### config.mk
export PLATFORM = sky130hd
export DESIGN_NAME = century_days_to_date_top
export DESIGN_NICKNAME = d
export VERILOG_FILES = /design/src/design/cdd_pkg.sv /design/src/design/century_days_to_date_top.sv /design/src/design/cdd_seq.sv /design/src/design/cdd_dp.sv
export SDC_FILE = /design/constraint.sdc
export NUM_CORES = 1
export LEC_CHECK = 0
export ABC_AREA = 1
export BUFFER_PORTS_ARGS = -buffer_cell sky130_fd_sc_hd__clkbuf_2
export CORE_MARGIN = 3
export CORE_UTILIZATION = 40
export DETAILED_ROUTE_END_ITERATION = 10
export GPL_TIMING_DRIVEN = 1
export HOLD_SLACK_MARGIN = 0.02
export PLACE_DENSITY = 0.6
export SETUP_SLACK_MARGIN = 0.15
export SYNTH_ARGS = -nofsm -noshare
export SYNTH_HDL_FRONTEND = slang
export SYNTH_SLANG_ARGS = --single-unit
### constraint.sdc
create_clock -name i_clk -period 4 [get_ports i_clk]
set_clock_uncertainty 0.1 [all_clocks]
set_input_delay 0.2 -clock i_clk [delete_from_list [all_inputs] [get_ports i_clk]]
set_output_delay 0.2 -clock i_clk [all_outputs]
set_load 0.01 [all_outputs]
### src/design/cdd_pkg.sv
`default_nettype none

package cdd_pkg;

    localparam int unsigned DAY_W   = 16;
    localparam int unsigned CENT_W  = 7;
    localparam int unsigned YEAR_W  = 7;
    localparam int unsigned MONTH_W = 4;
    localparam int unsigned MDAY_W  = 5;
    localparam int unsigned PACK_W  = 27;
    localparam int unsigned YLEN_W  = 9;
    localparam int unsigned PC_W    = 3;
    localparam int unsigned UCODE_DEPTH = 8;

    localparam logic [DAY_W-1:0]   CENTURY_DAYS = 16'd36524;
    localparam logic [YLEN_W-1:0]  YEAR_DAYS    = 9'd365;
    localparam logic [YEAR_W-1:0]  LAST_YEAR    = 7'd99;
    localparam logic [MONTH_W-1:0] LAST_MONTH   = 4'd12;
    localparam logic [MDAY_W-1:0]  LAST_MDAY    = 5'd31;
    localparam logic [6:0]         DEC_SCALE    = 7'd100;

    typedef logic [2:0] t_op;
    localparam t_op OP_IDLE  = 3'd0;
    localparam t_op OP_CHECK = 3'd1;
    localparam t_op OP_YEAR  = 3'd2;
    localparam t_op OP_MONTH = 3'd3;
    localparam t_op OP_MUL_Y = 3'd4;
    localparam t_op OP_MUL_M = 3'd5;
    localparam t_op OP_MUL_D = 3'd6;
    localparam t_op OP_DONE  = 3'd7;

    typedef logic [1:0] t_jmp;
    localparam t_jmp JMP_NONE  = 2'd0;
    localparam t_jmp JMP_TRUE  = 2'd1;
    localparam t_jmp JMP_FALSE = 2'd2;

    typedef logic [PC_W-1:0] t_pc;
    localparam t_pc PC_IDLE  = 3'd0;
    localparam t_pc PC_CHECK = 3'd1;
    localparam t_pc PC_YEAR  = 3'd2;
    localparam t_pc PC_MONTH = 3'd3;
    localparam t_pc PC_MUL_Y = 3'd4;
    localparam t_pc PC_MUL_M = 3'd5;
    localparam t_pc PC_MUL_D = 3'd6;
    localparam t_pc PC_DONE  = 3'd7;

    typedef struct packed {
        t_op  op;
        t_jmp jmp;
        t_pc  target;
    } t_uword;

    typedef struct packed {
        logic cond;
    } t_stat;

    // step after the last one wraps to idle
    localparam t_uword UCODE [UCODE_DEPTH] = '{
        '{op: OP_IDLE,  jmp: JMP_FALSE, target: PC_IDLE},
        '{op: OP_CHECK, jmp: JMP_TRUE,  target: PC_MUL_Y},
        '{op: OP_YEAR,  jmp: JMP_TRUE,  target: PC_YEAR},
        '{op: OP_MONTH, jmp: JMP_TRUE,  target: PC_MONTH},
        '{op: OP_MUL_Y, jmp: JMP_NONE,  target: PC_IDLE},
        '{op: OP_MUL_M, jmp: JMP_NONE,  target: PC_IDLE},
        '{op: OP_MUL_D, jmp: JMP_NONE,  target: PC_IDLE},
        '{op: OP_DONE,  jmp: JMP_FALSE, target: PC_DONE}
    };

    function automatic logic [MDAY_W-1:0] month_len(input logic [MONTH_W-1:0] month,
                                                    input logic leap);
        logic [MDAY_W-1:0] len;
        case (month)
            4'd2:                      len = leap ? 5'd29 : 5'd28;
            4'd4, 4'd6, 4'd9, 4'd11:   len = 5'd30;
            default:                   len = 5'd31;
        endcase
        return len;
    endfunction

endpackage

`default_nettype wire

### src/design/century_days_to_date_top.sv
`default_nettype none

// channel   | dir | tdata (low bit up)                               | tuser
// s_axis    | in  | day_count[15:0], century[22:16], zero pad        | -
// m_axis    | out | packed_date[26:0], year_in_century[33:27],       | out_of_range
//           |     | month_number[37:34], day_of_month[42:38], pad     |
//
// For each accepted item the sequencer runs a range check, one step per whole
// year removed (up to 99), one per month removed (up to 11), the year and month
// exit steps, three multiply-by-100 steps and handoff; an out-of-range count
// skips both loops. Handoff holds while the output register stays full.
// Synchronous active-low reset returns the step counter to idle, empties the
// output register and holds s_axis_tready low. A new item is taken once the
// result sits in the output register, even while m_axis stalls.

module century_days_to_date_top (
    input  wire logic        i_clk,
    input  wire logic        i_rst_n,
    input  wire logic        i_s_axis_tvalid,
    output logic             o_s_axis_tready,
    input  wire logic [23:0] i_s_axis_tdata,   // day_count, century
    output logic             o_m_axis_tvalid,
    input  wire logic        i_m_axis_tready,
    output logic [47:0]      o_m_axis_tdata,   // packed_date, year, month, day
    output logic             o_m_axis_tuser    // out_of_range
);

    cdd_pkg::t_uword w_uword;
    cdd_pkg::t_stat  w_stat;

    logic                            w_start;
    logic                            w_out_free;
    logic                            w_load;
    logic [cdd_pkg::PACK_W-1:0]      w_packed;
    logic [cdd_pkg::YEAR_W-1:0]      w_year;
    logic [cdd_pkg::MONTH_W-1:0]     w_month;
    logic [cdd_pkg::MDAY_W-1:0]      w_mday;
    logic                            w_flag;

    logic        r_m_valid;
    logic [47:0] r_m_data;
    logic        r_m_user;

    assign o_s_axis_tready = i_rst_n && (w_uword.op == cdd_pkg::OP_IDLE);
    assign w_start    = i_s_axis_tvalid && o_s_axis_tready;
    assign w_out_free = !r_m_valid || i_m_axis_tready;
    assign w_load     = (w_uword.op == cdd_pkg::OP_DONE) && w_out_free;

    cdd_seq u_seq (
        .i_clk   (i_clk),
        .i_rst_n (i_rst_n),
        .i_stat  (w_stat),
        .o_uword (w_uword)
    );

    cdd_dp u_dp (
        .i_clk         (i_clk),
        .i_uword       (w_uword),
        .i_start       (w_start),
        .i_out_free    (w_out_free),
        .i_day_count   (i_s_axis_tdata[15:0]),
        .i_century     (i_s_axis_tdata[22:16]),
        .o_stat        (w_stat),
        .o_packed_date (w_packed),
        .o_year        (w_year),
        .o_month       (w_month),
        .o_mday        (w_mday),
        .o_flag        (w_flag)
    );

    always_ff @(posedge i_clk) begin
        if (!i_rst_n) begin
            r_m_valid <= 1'b0;
        end else if (w_load) begin
            r_m_valid <= 1'b1;
        end else if (i_m_axis_tready) begin
            r_m_valid <= 1'b0;
        end
    end

    always_ff @(posedge i_clk) begin
        if (w_load) begin
            r_m_data <= {5'b0, w_mday, w_month, w_year, w_packed};
            r_m_user <= w_flag;
        end
    end

    assign o_m_axis_tvalid = r_m_valid;
    assign o_m_axis_tdata  = r_m_data;
    assign o_m_axis_tuser  = r_m_user;

    a_busy_after_accept: assert property (@(posedge i_clk) disable iff (!i_rst_n)
        i_s_axis_tvalid && o_s_axis_tready |=> !o_s_axis_tready)
        else $error("input taken twice in a row");

    a_month_valid: assert property (@(posedge i_clk) disable iff (!i_rst_n)
        o_m_axis_tvalid |-> (o_m_axis_tdata[37:34] != 4'd0) && (o_m_axis_tdata[37:34] <= 4'd12))
        else $error("month out of range");

    a_day_nonzero: assert property (@(posedge i_clk) disable iff (!i_rst_n)
        o_m_axis_tvalid && !o_m_axis_tuser |-> o_m_axis_tdata[42:38] != 5'd0)
        else $error("day zero without flag");

    a_year_valid: assert property (@(posedge i_clk) disable iff (!i_rst_n)
        o_m_axis_tvalid |-> o_m_axis_tdata[33:27] <= 7'd99)
        else $error("year out of range");

endmodule

`default_nettype wire

### src/design/cdd_seq.sv
`default_nettype none

module cdd_seq (
    input  wire logic           i_clk,
    input  wire logic           i_rst_n,
    input  wire cdd_pkg::t_stat i_stat,
    output cdd_pkg::t_uword     o_uword
);

    cdd_pkg::t_pc r_pc;
    cdd_pkg::t_pc n_pc;
    cdd_pkg::t_uword w_uword;

    assign w_uword = cdd_pkg::UCODE[r_pc];
    assign o_uword = w_uword;

    always_comb begin
        n_pc = r_pc + 1'b1;
        unique case (w_uword.jmp)
            cdd_pkg::JMP_TRUE:  if (i_stat.cond) n_pc = w_uword.target;
            cdd_pkg::JMP_FALSE: if (!i_stat.cond) n_pc = w_uword.target;
            default: ;
        endcase
    end

    always_ff @(posedge i_clk) begin
        if (!i_rst_n) begin
            r_pc <= cdd_pkg::PC_IDLE;
        end else begin
            r_pc <= n_pc;
        end
    end

endmodule

`default_nettype wire

### src/design/cdd_dp.sv
`default_nettype none

module cdd_dp (
    input  wire logic                          i_clk,
    input  wire cdd_pkg::t_uword               i_uword,
    input  wire logic                          i_start,
    input  wire logic                          i_out_free,
    input  wire logic [cdd_pkg::DAY_W-1:0]     i_day_count,
    input  wire logic [cdd_pkg::CENT_W-1:0]    i_century,
    output cdd_pkg::t_stat                     o_stat,
    output logic [cdd_pkg::PACK_W-1:0]         o_packed_date,
    output logic [cdd_pkg::YEAR_W-1:0]         o_year,
    output logic [cdd_pkg::MONTH_W-1:0]        o_month,
    output logic [cdd_pkg::MDAY_W-1:0]         o_mday,
    output logic                               o_flag
);

    logic [cdd_pkg::DAY_W-1:0]   r_day,   n_day;
    logic [cdd_pkg::CENT_W-1:0]  r_cent,  n_cent;
    logic [cdd_pkg::YEAR_W-1:0]  r_year,  n_year;
    logic [cdd_pkg::MONTH_W-1:0] r_month, n_month;
    logic                        r_flag,  n_flag;
    logic [cdd_pkg::PACK_W-1:0]  r_acc,   n_acc;

    logic                        w_cent_leap;
    logic                        w_leap;
    logic [cdd_pkg::DAY_W-1:0]   w_total;
    logic [cdd_pkg::YLEN_W-1:0]  w_ylen;
    logic [cdd_pkg::MDAY_W-1:0]  w_mlen;
    logic                        w_sat;
    logic                        w_year_loop;
    logic                        w_month_loop;

    assign w_cent_leap = (r_cent[1:0] == 2'b00);
    assign w_leap      = (r_year == '0) ? w_cent_leap : (r_year[1:0] == 2'b00);
    assign w_total     = cdd_pkg::CENTURY_DAYS + cdd_pkg::DAY_W'(w_cent_leap);
    assign w_ylen      = cdd_pkg::YEAR_DAYS + cdd_pkg::YLEN_W'(w_leap);
    assign w_mlen      = cdd_pkg::month_len(r_month, w_leap);
    assign w_sat       = (r_day > w_total);
    assign w_year_loop = (r_day > cdd_pkg::DAY_W'(w_ylen)) && (r_year < cdd_pkg::LAST_YEAR);
    assign w_month_loop = (r_day > cdd_pkg::DAY_W'(w_mlen)) && (r_month < cdd_pkg::LAST_MONTH);

    always_comb begin
        n_day   = r_day;
        n_cent  = r_cent;
        n_year  = r_year;
        n_month = r_month;
        n_flag  = r_flag;
        n_acc   = r_acc;
        o_stat.cond = 1'b0;
        unique case (i_uword.op)
            cdd_pkg::OP_IDLE: begin
                o_stat.cond = i_start;
                if (i_start) begin
                    n_day   = i_day_count;
                    n_cent  = i_century;
                    n_year  = '0;
                    n_month = cdd_pkg::MONTH_W'(1);
                    n_flag  = (i_day_count == '0);
                end
            end
            cdd_pkg::OP_CHECK: begin
                o_stat.cond = w_sat;
                if (w_sat) begin
                    n_day   = cdd_pkg::DAY_W'(cdd_pkg::LAST_MDAY);
                    n_year  = cdd_pkg::LAST_YEAR;
                    n_month = cdd_pkg::LAST_MONTH;
                    n_flag  = 1'b1;
                end
            end
            cdd_pkg::OP_YEAR: begin
                o_stat.cond = w_year_loop;
                if (w_year_loop) begin
                    n_day  = r_day - cdd_pkg::DAY_W'(w_ylen);
                    n_year = r_year + 1'b1;
                end
            end
            cdd_pkg::OP_MONTH: begin
                o_stat.cond = w_month_loop;
                if (w_month_loop) begin
                    n_day   = r_day - cdd_pkg::DAY_W'(w_mlen);
                    n_month = r_month + 1'b1;
                end
            end
            cdd_pkg::OP_MUL_Y: begin
                n_acc = cdd_pkg::PACK_W'(r_cent) * cdd_pkg::PACK_W'(cdd_pkg::DEC_SCALE)
                      + cdd_pkg::PACK_W'(r_year);
            end
            cdd_pkg::OP_MUL_M: begin
                n_acc = cdd_pkg::PACK_W'(r_acc * cdd_pkg::DEC_SCALE)
                      + cdd_pkg::PACK_W'(r_month);
            end
            cdd_pkg::OP_MUL_D: begin
                n_acc = cdd_pkg::PACK_W'(r_acc * cdd_pkg::DEC_SCALE)
                      + cdd_pkg::PACK_W'(r_day);
            end
            cdd_pkg::OP_DONE: begin
                o_stat.cond = i_out_free;
            end
            default: ;
        endcase
    end

    always_ff @(posedge i_clk) begin
        r_day   <= n_day;
        r_cent  <= n_cent;
        r_year  <= n_year;
        r_month <= n_month;
        r_flag  <= n_flag;
        r_acc   <= n_acc;
    end

    assign o_packed_date = r_acc;
    assign o_year        = r_year;
    assign o_month       = r_month;
    assign o_mday        = r_day[cdd_pkg::MDAY_W-1:0];
    assign o_flag        = r_flag;

endmodule

`default_nettype wire

; ---- After elaboration in Yosys (flattened, before gate mapping)
; Memories as Yosys holds them, arrays and structs flattened.
; Index checks and enable logic that the tools add are counted.
[word_totals]
output_inout_bits = 51
rom_bits = 64
n_memories = 1
in_bits = 28
regBits = 110
wordCells = 100
[op_classes]
n_addsub = 10
order_cmp = 6
n_eq_ne = 18
bitwise_logic = 1
n_reduce_logical = 24
n_mul = 2
n_mux = 28
[memory_table]
columns = name, depth, word_bits, rd, rd_clocked_by_memory_dff, write_ports, line
row1 = (no name shown), 8, 8, 1, 0, 0, cdd_seq.sv:14  ; assign w_uword = cdd_pkg::UCODE[r_pc];
[ops]
columns = operator, count
row1 = 27-bit case mux with 3 select lines, 1
row2 = 16-bit two-way mux, 4
row3 = 16-bit case mux with 4 select lines, 1
row4 = 27-bit by 16-bit adder with 27-bit output, 1
row5 = 27-bit by 4-bit adder with 27-bit output, 1
row6 = 27-bit by 5-bit multiplier with 25-bit output (second input constant), 1
row7 = 7-bit two-way mux, 3
row8 = 7-bit case mux with 3 select lines, 1
row9 = 16-bit by 1-bit adder with 16-bit output (first input constant), 1
row10 = 16-bit greater-than comparator, 1
row11 = 16-bit by 5-bit greater-than comparator with 1-bit output, 1
row12 = 16-bit by 9-bit greater-than comparator with 1-bit output, 1
row13 = 16-bit zero test, 1
row14 = 8-bit two-way mux, 2
row15 = 16-bit by 5-bit subtractor with 16-bit output, 1
row16 = 16-bit by 9-bit subtractor with 16-bit output, 1
row17 = 14-bit by 7-bit adder with 15-bit output, 1
row18 = 3-bit equality test (second input constant), 4
row19 = 7-bit by 5-bit multiplier with 12-bit output (second input constant), 1
row20 = 4-bit two-way mux, 3
row21 = 4-bit case mux with 3 select lines, 1
row22 = 5-bit case mux with 2 select lines, 1
row23 = 9-bit by 1-bit adder with 9-bit output (first input constant), 1
row24 = 3-bit nonzero test, 3
row25 = 33 further kinds, 52

; ---- Depth between registers and ports, before layout
; Gate-level depths: netlist (run 1).
[depth]
depth_word = 10
depth_mapped = 26
depth_no_buf = 26

; ---- Hierarchy
; Synthesis (run 1) repeated with hierarchy kept, for this count alone.
[unflattened]
hier_cells = 1224
area_unflattened_um2 = 9870.7
[by_module_without_submodules]
columns = mod, seq_area_each_um2, cells_per_inst, n_inst, area_each_um2
row1 = cdd_dp, 1861.8, 1115, 1, 8115.3
row2 = century_days_to_date_top, 1341.3, 63, 1, 1436.4
row3 = cdd_seq, 60.1, 46, 1, 319.1

; ---- Worst setup path after synthesis (run 1)
; No wires, ideal clock.
[synth_timing]
path_type = flip-flop to flip-flop
startpoint = register u_dp.r_cent[1] in the netlist's numbering
endpoint = register u_dp.r_day[0] in the netlist's numbering, enable pin
t_arrival_ns = 3.656
path_stages_with_launch = 12
synth_period_minus_slack_ns = 4.165
setup_ns = 0.409
n_path_buf = 0
required_time_ns = 3.491
setup_slack_ns = -0.165
cell_sequence = edfxtp_1 inv_1 ha_1 o41ai_1 a22oi_1 ha_1 fa_1 nor2_1 nand3_1 nand3_1 a31oi_1 nor3_1
[synth_between]
elab_chain_cells = 8
word_cells_on_any_way = 15
cone_classes = add/sub (2) / order compare (3) / eq/ne (3) / mux (3) / reduce/logical (4)
[synth_lines]
columns = element, line
row1 = "start, declared", cdd_dp.sv:19  ; logic [cdd_pkg::CENT_W-1:0] r_cent, n_cent;
row2 = "start signal, assigned", cdd_dp.sv:106  ; r_cent <= n_cent;
row3 = 2-bit zero test *, cdd_dp.sv:34  ; assign w_cent_leap = (r_cent[1:0] == 2'b00);
row4 = branches (longest 6 deep; another with 16-bit by 9-bit greater-than comparator with 1-bit output), n/a
row5 = 5-bit AND reduction (no line) *, n/a
row6 = "end signal, assigned", cdd_dp.sv:105  ; r_day <= n_day;
row7 = "end, declared", cdd_dp.sv:18  ; logic [cdd_pkg::DAY_W-1:0] r_day, n_day;
; Every way passes the cells marked *.
; A chain may end at the register's enable or synchronous reset.

; ---- Final worst setup path (run 1)
[layout_timing]
startpoint = register u_dp.r_acc, in the netlist u_dp.o_packed_date[7]
endpoint = register u_dp.r_acc, in the netlist u_dp.o_packed_date[22], data pin
[layout_between]
elab_chain_cells = 3
word_cells_on_any_way = 4
cone_classes = add/sub (2) / mul (1) / mux (1)
[layout_lines]
columns = element, line
row1 = "start, declared", cdd_dp.sv:23  ; logic [cdd_pkg::PACK_W-1:0] r_acc, n_acc;
row2 = "start signal, assigned", cdd_dp.sv:110  ; r_acc <= n_acc;
row3 = 27-bit by 5-bit multiplier with 25-bit output *, "cdd_dp.sv:90, cdd_dp.sv:94"
row4 = 27-bit by 16-bit adder with 27-bit output or 27-bit by 4-bit adder with 27-bit output (tied branches), "cdd_dp.sv:95, cdd_dp.sv:91"
row5 = 27-bit case mux with 3 select lines *, cdd_dp.sv:51  ; unique case (i_uword.op)
row6 = "net u_dp.n_acc, one bit", cdd_dp.sv:23
; The timed path passes the listed nets; every way through them passes the cells marked *.

==> results of run 1 <==
==> timing repair <==
action | 4_1_cts | 5_1_grt
setup buffers | 38 | 25
endpoints found under the hold margin | 8 | 0
resized for setup | 53 | 63
pin swaps | 28 | 44
hold buffers | 9 | 0
setup endpoints to repair | 17 | 17
==> cell usage in the layout, fill, tap and decap left out, types with 16 or more instances in the layout <==
cell      synthesis  layout
nand4_1          16      16
nand3_1          72      66
buf_4             5     129
ha_4              0      18
edfxtp_1        106     106
nand2_1         242     218
ha_1            127     108
nand2_2          18      34
a21oi_1          76      64
o21ai_0          64      53
fa_1             25      24
inv_2             2      17
nor2_1          104      96
clkbuf_2          1      72
inv_1           220     205
==> worst register-to-register path, cell delays in order, from the launching register on <==
cell	delay [ps]
edfxtp_1	470
buf_6	170
ha_4	200
ha_1	260
inv_1	40
fa_1	500
inv_2	50
ha_4	300
nand2_4	70
nor2_4	90
inv_2	60
nor2_4	120
a21oi_2	70
xnor2_1	190
ha_1	280
buf_4	140
buf_6	110
a21oi_4	110
o211ai_1	110
nor2_2	210
nor2_4	70
nand2_2	100
nor2_4	50
o21ai_1	120
nor2_1	60
==> per-layer routing <==
| metal | track usage | vias up | share of wire |
|---|---|---|---|
| met1 | 0.259 | 4111 | 0.45 |
| met4 | 0.0492 | 0 | 0.015 |
| li1 | - | 4485 | - |
| met2 | 0.359 | 177 | 0.50 |
| met3 | 0.0254 | 28 | 0.036 |
| met5 | 0 | - | 0 |
==> state kept, by name, summed over array words and instances, names as in the netlist <==
| signal | cells |
|---|---|
| u_dp.o_month | 4 |
| u_dp.o_flag | 1 |
| u_dp.r_day | 16 |
| o_m_axis_tvalid | 1 |
| o_m_axis_tuser | 1 |
| o_m_axis_tdata | 43 |
| u_dp.r_cent | 7 |
| u_seq.r_pc | 3 |
| u_dp.o_year | 7 |
| u_dp.o_packed_date | 27 |
==> kinds of logic (layout without fill, tap and decap cells) <==
family / Yosys count / count (layout) / share of synthesized area
adders and majority gates: 152 / 152 / 0.213
DFF: 110 / 110 / 0.333
xor gates and xnor gates: 29 / 29 / 0.0259
buffers and inverters: 241 / 455 / 0.0950
other: 1 / 5 / 0.000382
muxes: 2 / 2 / 0.00204
and+or+nand+nor: 502 / 502 / 0.225
AOI/OAI and AO/OA: 188 / 188 / 0.106
==> area by class of cell <==
cell class,count,share of cell area
multi-input combinational,878,0.498
sequential,110,0.260
timing repair buffer,216,0.119
inverter,223,0.0668
tap,319,0.0319
clock buffer,9,0.0180
clock inverter,7,0.00669
==> worst max path at each step <==
stage	startpoint	end	slack, ps	depth (start not counted)
3_3_place_gp	u_dp.o_packed_date[5]	u_dp.o_packed_date[22]	-250	22
5_1_grt	u_dp.o_packed_date[5]	u_dp.o_packed_date[26]	-470	24
4_1_cts	u_dp.o_packed_date[6]	u_dp.o_packed_date[22]	-170	22
2_1_floorplan	u_dp.o_packed_date[6]	u_dp.o_packed_date[26]	70	24
6_report	u_dp.o_packed_date[7]	u_dp.o_packed_date[22]	-300	24
3_5_place_dp	u_dp.o_packed_date[8]	u_dp.o_packed_date[22]	-340	22
==> stage by stage <==
step                      TNS (ps)  utilization  setup slack [ps]  instances
after floorplan                  0            -              66.4       1229
after global placement       -2140        0.470              -250       1674
after detailed placement     -3050        0.470              -339       1674
after CTS                    -1370        0.506              -166       1737
after global routing         -5230        0.527              -469       1762
final                        -2870        0.527              -301       1762
==> results_dict.tcl, run 1 <==
set metrics [dict create \
    whs_path_depth 3 \
    n_antenna_cell 0 \
    cts_made_buffers 9 \
    violations "setup timing" \
    clkSinkCount 110 \
    hold_violations 0 \
    drcViolationCount 0 \
    grt_pass1_vias 8586 \
    ios 79 \
    critPathKind "reg2reg" \
    cp-end-kind "flip-flop" \
    initial_core_util 0.413 \
    drv_cap 0 \
    grt_use_total 0.201 \
    multiInputGateArea_mm2 0.00623 \
    synth_area_leader_cell "edfxtp_1" \
    setup_slack_ps -301 \
    portBuffers 72 \
    yosysSeqAreaShare 0.333 \
    crit_family "adder cells" \
    reg2regPathDepth 24 \
    crit_chain "buf_6, ha_4, ha_1, inv_1, fa_1, inv_2, ha_4, nand2_4, nor2_4, inv_2, nor2_4, a21oi_2, xnor2_1, ha_1, buf_4, buf_6, a21oi_4, o211ai_1, nor2_2, nor2_4, nand2_2, nor2_4, o21ai_1, nor2_1" \
    synth-warning-count 0 \
    slew_viol_final 0 \
    die_h_um 163 \
    cpPeakStageDelay_ps 500 \
    synthFlopType "edfxtp_1" \
    ys_ff_latch 110 \
    setup_viol 13 \
    yosysMostFrequentCell "nand2_1" \
    r2r_setup_slack_ps -300 \
    nFillCells 2236 \
    max_slew_margin 0.295 \
    crit_top_cell "nor2_4" \
    cp.required_ps 4030 \
    seqCellArea_mm2 0.00326 \
    grt_overflow 0 \
    synth_edf_count 106 \
    ant_nets 0 \
    r2r_end "u_dp.o_packed_date[22]" \
    synth_common_cells "242 x nand2_1, 220 x inv_1, 127 x ha_1" \
    place_congestion 0.924 \
    whs_ps 37.4 \
    drive_gt1_frac 0.256 \
    wl_per_cell_um 15.1 \
    max_freq_mhz 232 \
    synthArstFlopShare 0 \
    whs_endpoint "u_dp.r_day[12]" \
    place_area_mm2 0.0112 \
    status "finished, violations left" \
    core_mm2 0.0238 \
    worst-slew-pin-transition_ps 1060 \
    synth_top_area_frac 0.324 \
    grt_max_degree 45 \
    rsz0062_at_grt "yes" \
    dp_hpwl_um 20300 \
    synth_cells 1225 \
    vias 8801 \
    critPathMaxFanout 4 \
    via_per_inst 4.99 \
    grt_pass1_wl_um 42600 \
    cts_root_buffer "clkbuf_16" \
    routed_wl_um 26500 \
    num_rows 56 \
    netlist_area_mm2 0.00981 \
    crit_path_start_kind "flip-flop" \
    fin_crit_sh 1.08 \
    clock_latency_ps 380 \
    cp_slowest_cell "fa_1" \
    timing.rr.start "u_dp.o_packed_date[7]" \
    cts_tree "yes" \
    arrival_ps 4330 \
    ys_types 51 \
    synth.top_cells.by_area "edfxtp_1 32%, ha_1 16%, nand2_1 9.3%, inv_1 8.4%, fa_1 5.1%" \
    hold_class "in2reg" \
    min-delay-start "i_s_axis_tdata[12]" \
    htreeDepth 3 \
    drtIter0Drc 399 \
    die_w_um 163 \
    die-area_mm2 0.0264 \
    antenna_found_initial 0 \
    dr.pass1.iters 5 \
    syn_area_per_cell_um2 8.01 \
    syn_to_final_growth_pct 27.7 \
    finalCriticalPeriod_ps 4300 \
    design_area_mm2 0.0125 \
    path_clk_slew_ps 80 \
    cp_num_buf_inv 6 \
    clock_tree.buffer_depth 2 \
    nNetsFinal 1618 \
]
Power of run 1 is left out: the tool's default activity adds up to more than one toggle a clock period on the data nets, which glitch-free logic cannot reach.
==> run 2, diff against run 1 <==
--- a/config.mk
+++ b/config.mk
@@ -6,7 +6,7 @@
 export NUM_CORES = 1
 export LEC_CHECK = 0
 export ABC_AREA = 1
-export BUFFER_PORTS_ARGS = -buffer_cell sky130_fd_sc_hd__clkbuf_2
+export BUFFER_PORTS_ARGS = -buffer_cell sky130_fd_sc_hd__buf_2
 export CORE_MARGIN = 3
 export CORE_UTILIZATION = 40
 export DETAILED_ROUTE_END_ITERATION = 10
==> results_dict.tcl, run 2 (same netlist as run 1, synthesis figures left out) <==
set metrics [dict create \
    setup_viol 14 \
    violations "setup timing" \
    n_antenna_cell 0 \
    cp.required_ps 4040 \
    max_slew_margin 0.290 \
    grt_use_total 0.201 \
    hold_violations 0 \
    finalCriticalPeriod_ps 4270 \
    cp_slowest_cell "edfxtp_1" \
    setup_slack_ps -274 \
    clkSinkCount 110 \
    cts_tree "yes" \
    place_congestion 0.923 \
    seqCellArea_mm2 0.00326 \
    ant_nets 0 \
    fin_crit_sh 1.07 \
    largest_reg_flops 43 \
    cts_made_buffers 9 \
    die_h_um 163 \
    nFillCells 2277 \
    cp-end-kind "flip-flop" \
    cpPeakStageDelay_ps 530 \
    antenna_found_initial 0 \
    clock_tree.buffer_depth 2 \
    cts_root_buffer "clkbuf_16" \
    clock_latency_ps 370 \
    die-area_mm2 0.0264 \
    wl_per_cell_um 15.4 \
    crit_family "adder cells" \
    crit_path_start_kind "flip-flop" \
    post-place-ws_ps -304 \
    num_rows 56 \
    worst-slew-pin-transition_ps 1060 \
    die_w_um 163 \
    rsz0062_at_grt "yes" \
    drive_gt1_frac 0.241 \
    crit_top_cell "nand2_1" \
    core_mm2 0.0238 \
    syn_to_final_growth_pct 25.6 \
    critPathKind "reg2reg" \
    htreeDepth 3 \
    vias 8740 \
    grt_overflow 0 \
    layout_commonest_cell "nand2_1" \
    regMostFlops "o_m_axis_tdata" \
    slew_viol_final 0 \
    ios 79 \
    cp_num_buf_inv 4 \
    drcViolationCount 0 \
    drtIter0Drc 400 \
    multiInputGateArea_mm2 0.00621 \
    via_per_inst 5.02 \
    max_freq_mhz 234 \
    grt_pass1_wl_um 42400 \
    dr.pass1.iters 5 \
    routed_wl_um 26700 \
    drv_cap 0 \
    grt_max_degree 45 \
    status "finished, violations left" \
    initial_core_util 0.413 \
    nNetsFinal 1598 \
    critPathMaxFanout 4 \
    portBuffers 72 \
    grt_pass1_vias 8629 \
    path_clk_slew_ps 90 \
    hold_class "in2reg" \
    final_cell_mix "220 x nand2_1, 203 x inv_1, 113 x buf_4" \
    dp_hpwl_um 20100 \
    arrival_ps 4310 \
]
run 2: worst paths after layout:
path                          start  slack [ps]  cells past startpoint                endpoint
max           u_dp.o_packed_date[8]        -270                     25  u_dp.o_packed_date[25]
min                         i_rst_n          30                      3         o_m_axis_tvalid
max reg2reg   u_dp.o_packed_date[8]        -270                     25  u_dp.o_packed_date[25]
min reg2reg  u_dp.o_packed_date[25]         340                      0      o_m_axis_tdata[25]
run 2: repair_timing:
item	CTS	global route
pin swaps	24	57
endpoints found under the setup margin	17	18
hold buffers	8	0
setup buffers	28	15
endpoints found under the hold margin	8	0
resized for setup	28	81
gates cloned	0	0
run 2: worst register-to-register path: cells and delay by family, from the launching register on:
family / cells / cell delay [ps]
AO/OA/AOI/OAI: 1 / 170
XOR/XNOR: 1 / 200
adder cells (fa/ha/maj): 5 / 1670
buffers and inverters: 4 / 190
flip-flops: 1 / 530
AND/OR/NAND/NOR: 14 / 1200
run 2: per-layer routing:
layer / global-route usage / vias to the layer above / share of wire
met5: 0 / - / 0
met2: 0.356 / 163 / 0.50
met3: 0.0206 / 36 / 0.033
li1: - / 4451 / -
met4: 0.0550 / 0 / 0.019
met1: 0.261 / 4090 / 0.45
run 2: final cells by class:
cell class,count,area share
sequential,110,0.265
multi-input combinational,878,0.504
clock buffer,9,0.0183
inverter,223,0.0683
tap,319,0.0324
clock inverter,7,0.00467
timing repair buffer,196,0.107
run 2: stage by stage:
step / hold slack (ps) / cells / area, µm² / TNS (ps) / util
after floorplan: 199 / 1229 / 9950 / 0 / -
after global placement: 277 / 1675 / 11200 / -2540 / 0.470
after detailed placement: 279 / 1675 / 11200 / -3010 / 0.470
after CTS: 23.3 / 1727 / 11800 / -1580 / 0.498
after global routing: 35.1 / 1742 / 12300 / -5500 / 0.519
final: 28.1 / 1742 / 12300 / -2880 / 0.519
Power of run 2 is left out for the same reason.
==> run 3, diff against run 2 <==
--- a/config.mk
+++ b/config.mk
@@ -8,11 +8,12 @@
 export ABC_AREA = 1
 export BUFFER_PORTS_ARGS = -buffer_cell sky130_fd_sc_hd__buf_2
 export CORE_MARGIN = 3
-export CORE_UTILIZATION = 40
+export CORE_UTILIZATION = 55
 export DETAILED_ROUTE_END_ITERATION = 10
 export GPL_TIMING_DRIVEN = 1
 export HOLD_SLACK_MARGIN = 0.02
-export PLACE_DENSITY = 0.6
+export PLACE_DENSITY = 0.78
+export RECOVER_POWER = 100
 export SETUP_SLACK_MARGIN = 0.15
 export SYNTH_ARGS = -nofsm -noshare
 export SYNTH_HDL_FRONTEND = slang
==> results_dict.tcl, run 3 (same netlist as run 1, synthesis figures left out) <==
set metrics [dict create \
    grt_pass1_vias 9074 \
    timing.rr.start "u_dp.o_packed_date[4]" \
    cts_root_buffer "clkbuf_16" \
    cp-end-kind "flip-flop" \
    syn_to_final_growth_pct 24.1 \
    die_w_um 140 \
    crit_chain "buf_6, ha_4, ha_4, fa_1, ha_4, nand2_2, nand2_2, inv_2, o21ai_2, nand2_1, nand2_2, a21oi_2, xnor2_2, ha_1, nand2_2, nor2_4, nand4_1, nor2_2, nor2_2, nor2_4, nand3_2, o21bai_1, inv_1, nor2_2" \
    slew_viol_final 0 \
    drive_gt1_frac 0.236 \
    wl_per_cell_um 16.3 \
    fin_crit_sh 1.08 \
    min-delay-start "i_rst_n" \
    cts_tree "yes" \
    reg2regPathDepth 24 \
    portBuffers 72 \
    max_slew_margin 0.296 \
    n_antenna_cell 0 \
    ant_nets 0 \
    critPathKind "reg2reg" \
    final_cell_mix "217 x nand2_1, 206 x inv_1, 113 x ha_1" \
    place_congestion 0.945 \
    drv_cap 0 \
    regMostFlops "o_m_axis_tdata" \
    whs_path_depth 3 \
    layout_commonest_cell "nand2_1" \
    grt_use_total 0.268 \
    clkSinkCount 110 \
    hold_violations 0 \
    largest_reg_flops 43 \
    cp.required_ps 4130 \
    initial_core_util 0.565 \
    route.met2.wl_um 13600 \
    cpPeakStageDelay_ps 550 \
    r2r_setup_slack_ps -320 \
    antenna_found_initial 0 \
    wl_met3_um 1450 \
    clock_latency_ps 370 \
    crit_top_cell "nand2_2" \
    crit_path_start_kind "flip-flop" \
    die-area_mm2 0.0195 \
    htreeDepth 3 \
    die_h_um 140 \
    core_mm2 0.0174 \
    clock_tree.buffer_depth 2 \
    routed_wl_um 26700 \
    vias 9155 \
    worst-slew-pin-transition_ps 1050 \
    post-place-ws_ps -282 \
    r2r_end "u_dp.o_packed_date[24]" \
    status "finished, violations left" \
    drcViolationCount 0 \
    max_freq_mhz 231 \
    post-route-util 0.701 \
    crit_family "adder cells" \
    violations "setup timing" \
    path_clk_slew_ps 80 \
    cts_made_buffers 9 \
    finalCriticalPeriod_ps 4320 \
    nNetsFinal 1593 \
    setup_viol 14 \
    cp_num_buf_inv 3 \
    rsz0062_at_grt "yes" \
    dp_hpwl_um 19400 \
    hold_class "in2reg" \
    ios 79 \
    cp_slowest_cell "fa_1" \
    whs_endpoint "o_m_axis_tvalid" \
    grt_max_degree 45 \
    critPathMaxFanout 4 \
    drtIter0Drc 685 \
    grt_pass1_wl_um 42800 \
    via_per_inst 5.57 \
    num_rows 48 \
    dr.pass1.iters 5 \
    setup_slack_ps -322 \
    m1WireLength_um 11000 \
    top_layer_used "met4" \
    grt_overflow 0 \
    arrival_ps 4450 \
]
-- run 3: area by class of cell --
class,instances,area (µm²)
clock buffer,10,229
timing repair buffer,191,1290
tap,225,282
clock inverter,6,75.1
sequential,110,3260
inverter,223,837
multi-input combinational,878,6200
fill,1362,5180
-- run 3: worst max path at each step --
stage,slack (ps),depth (start not counted),endpoint,start
2_1_floorplan,70,24,u_dp.o_packed_date[26],u_dp.o_packed_date[6]
3_3_place_gp,-280,25,u_dp.o_packed_date[25],u_dp.o_packed_date[6]
3_5_place_dp,-280,23,u_dp.o_packed_date[25],u_dp.o_packed_date[4]
4_1_cts,-210,23,u_dp.o_packed_date[24],u_dp.o_packed_date[4]
5_1_grt,-480,25,u_dp.o_packed_date[25],u_dp.o_packed_date[3]
6_report,-320,24,u_dp.o_packed_date[24],u_dp.o_packed_date[4]
-- run 3: per-stage QoR --
stage / hold WS [ps] / setup TNS [ps] / instance area (µm²) / instances
after global routing: 52.0 / -5150 / 12200 / 1643
after global placement: 276 / -2090 / 11000 / 1580
final: 30.1 / -3070 / 12200 / 1643
after detailed placement: 278 / -2270 / 11000 / 1580
after floorplan: 199 / 0 / 9950 / 1229
after CTS: 38.1 / -1720 / 11800 / 1632
-- run 3: timing repair --
| action | CTS | global route |
|---|---|---|
| endpoints found under the setup margin | 17 | 18 |
| setup buffers | 27 | 11 |
| pin swaps | 36 | 35 |
| resized for setup | 45 | 63 |
| hold buffers | 9 | 0 |
| endpoints found under the hold margin | 9 | 0 |
-- run 3: routing by layer --
metal  up-vias  track usage
met2       345        0.482
met4         0        0.101
li1       4436            -
met1      4321        0.333
met3        53       0.0285
met5         -            0
-- run 3: worst reg2reg max path: cells and delay by family (launching register included) --
| kind | cells | cell delay [ps] |
|---|---|---|
| compound gates | 3 | 380 |
| simple gates | 12 | 1190 |
| flops | 1 | 460 |
| fa+ha+maj | 5 | 1630 |
| xor+xnor | 1 | 100 |
| buf+inv | 3 | 300 |
Power of run 3 is left out for the same reason.
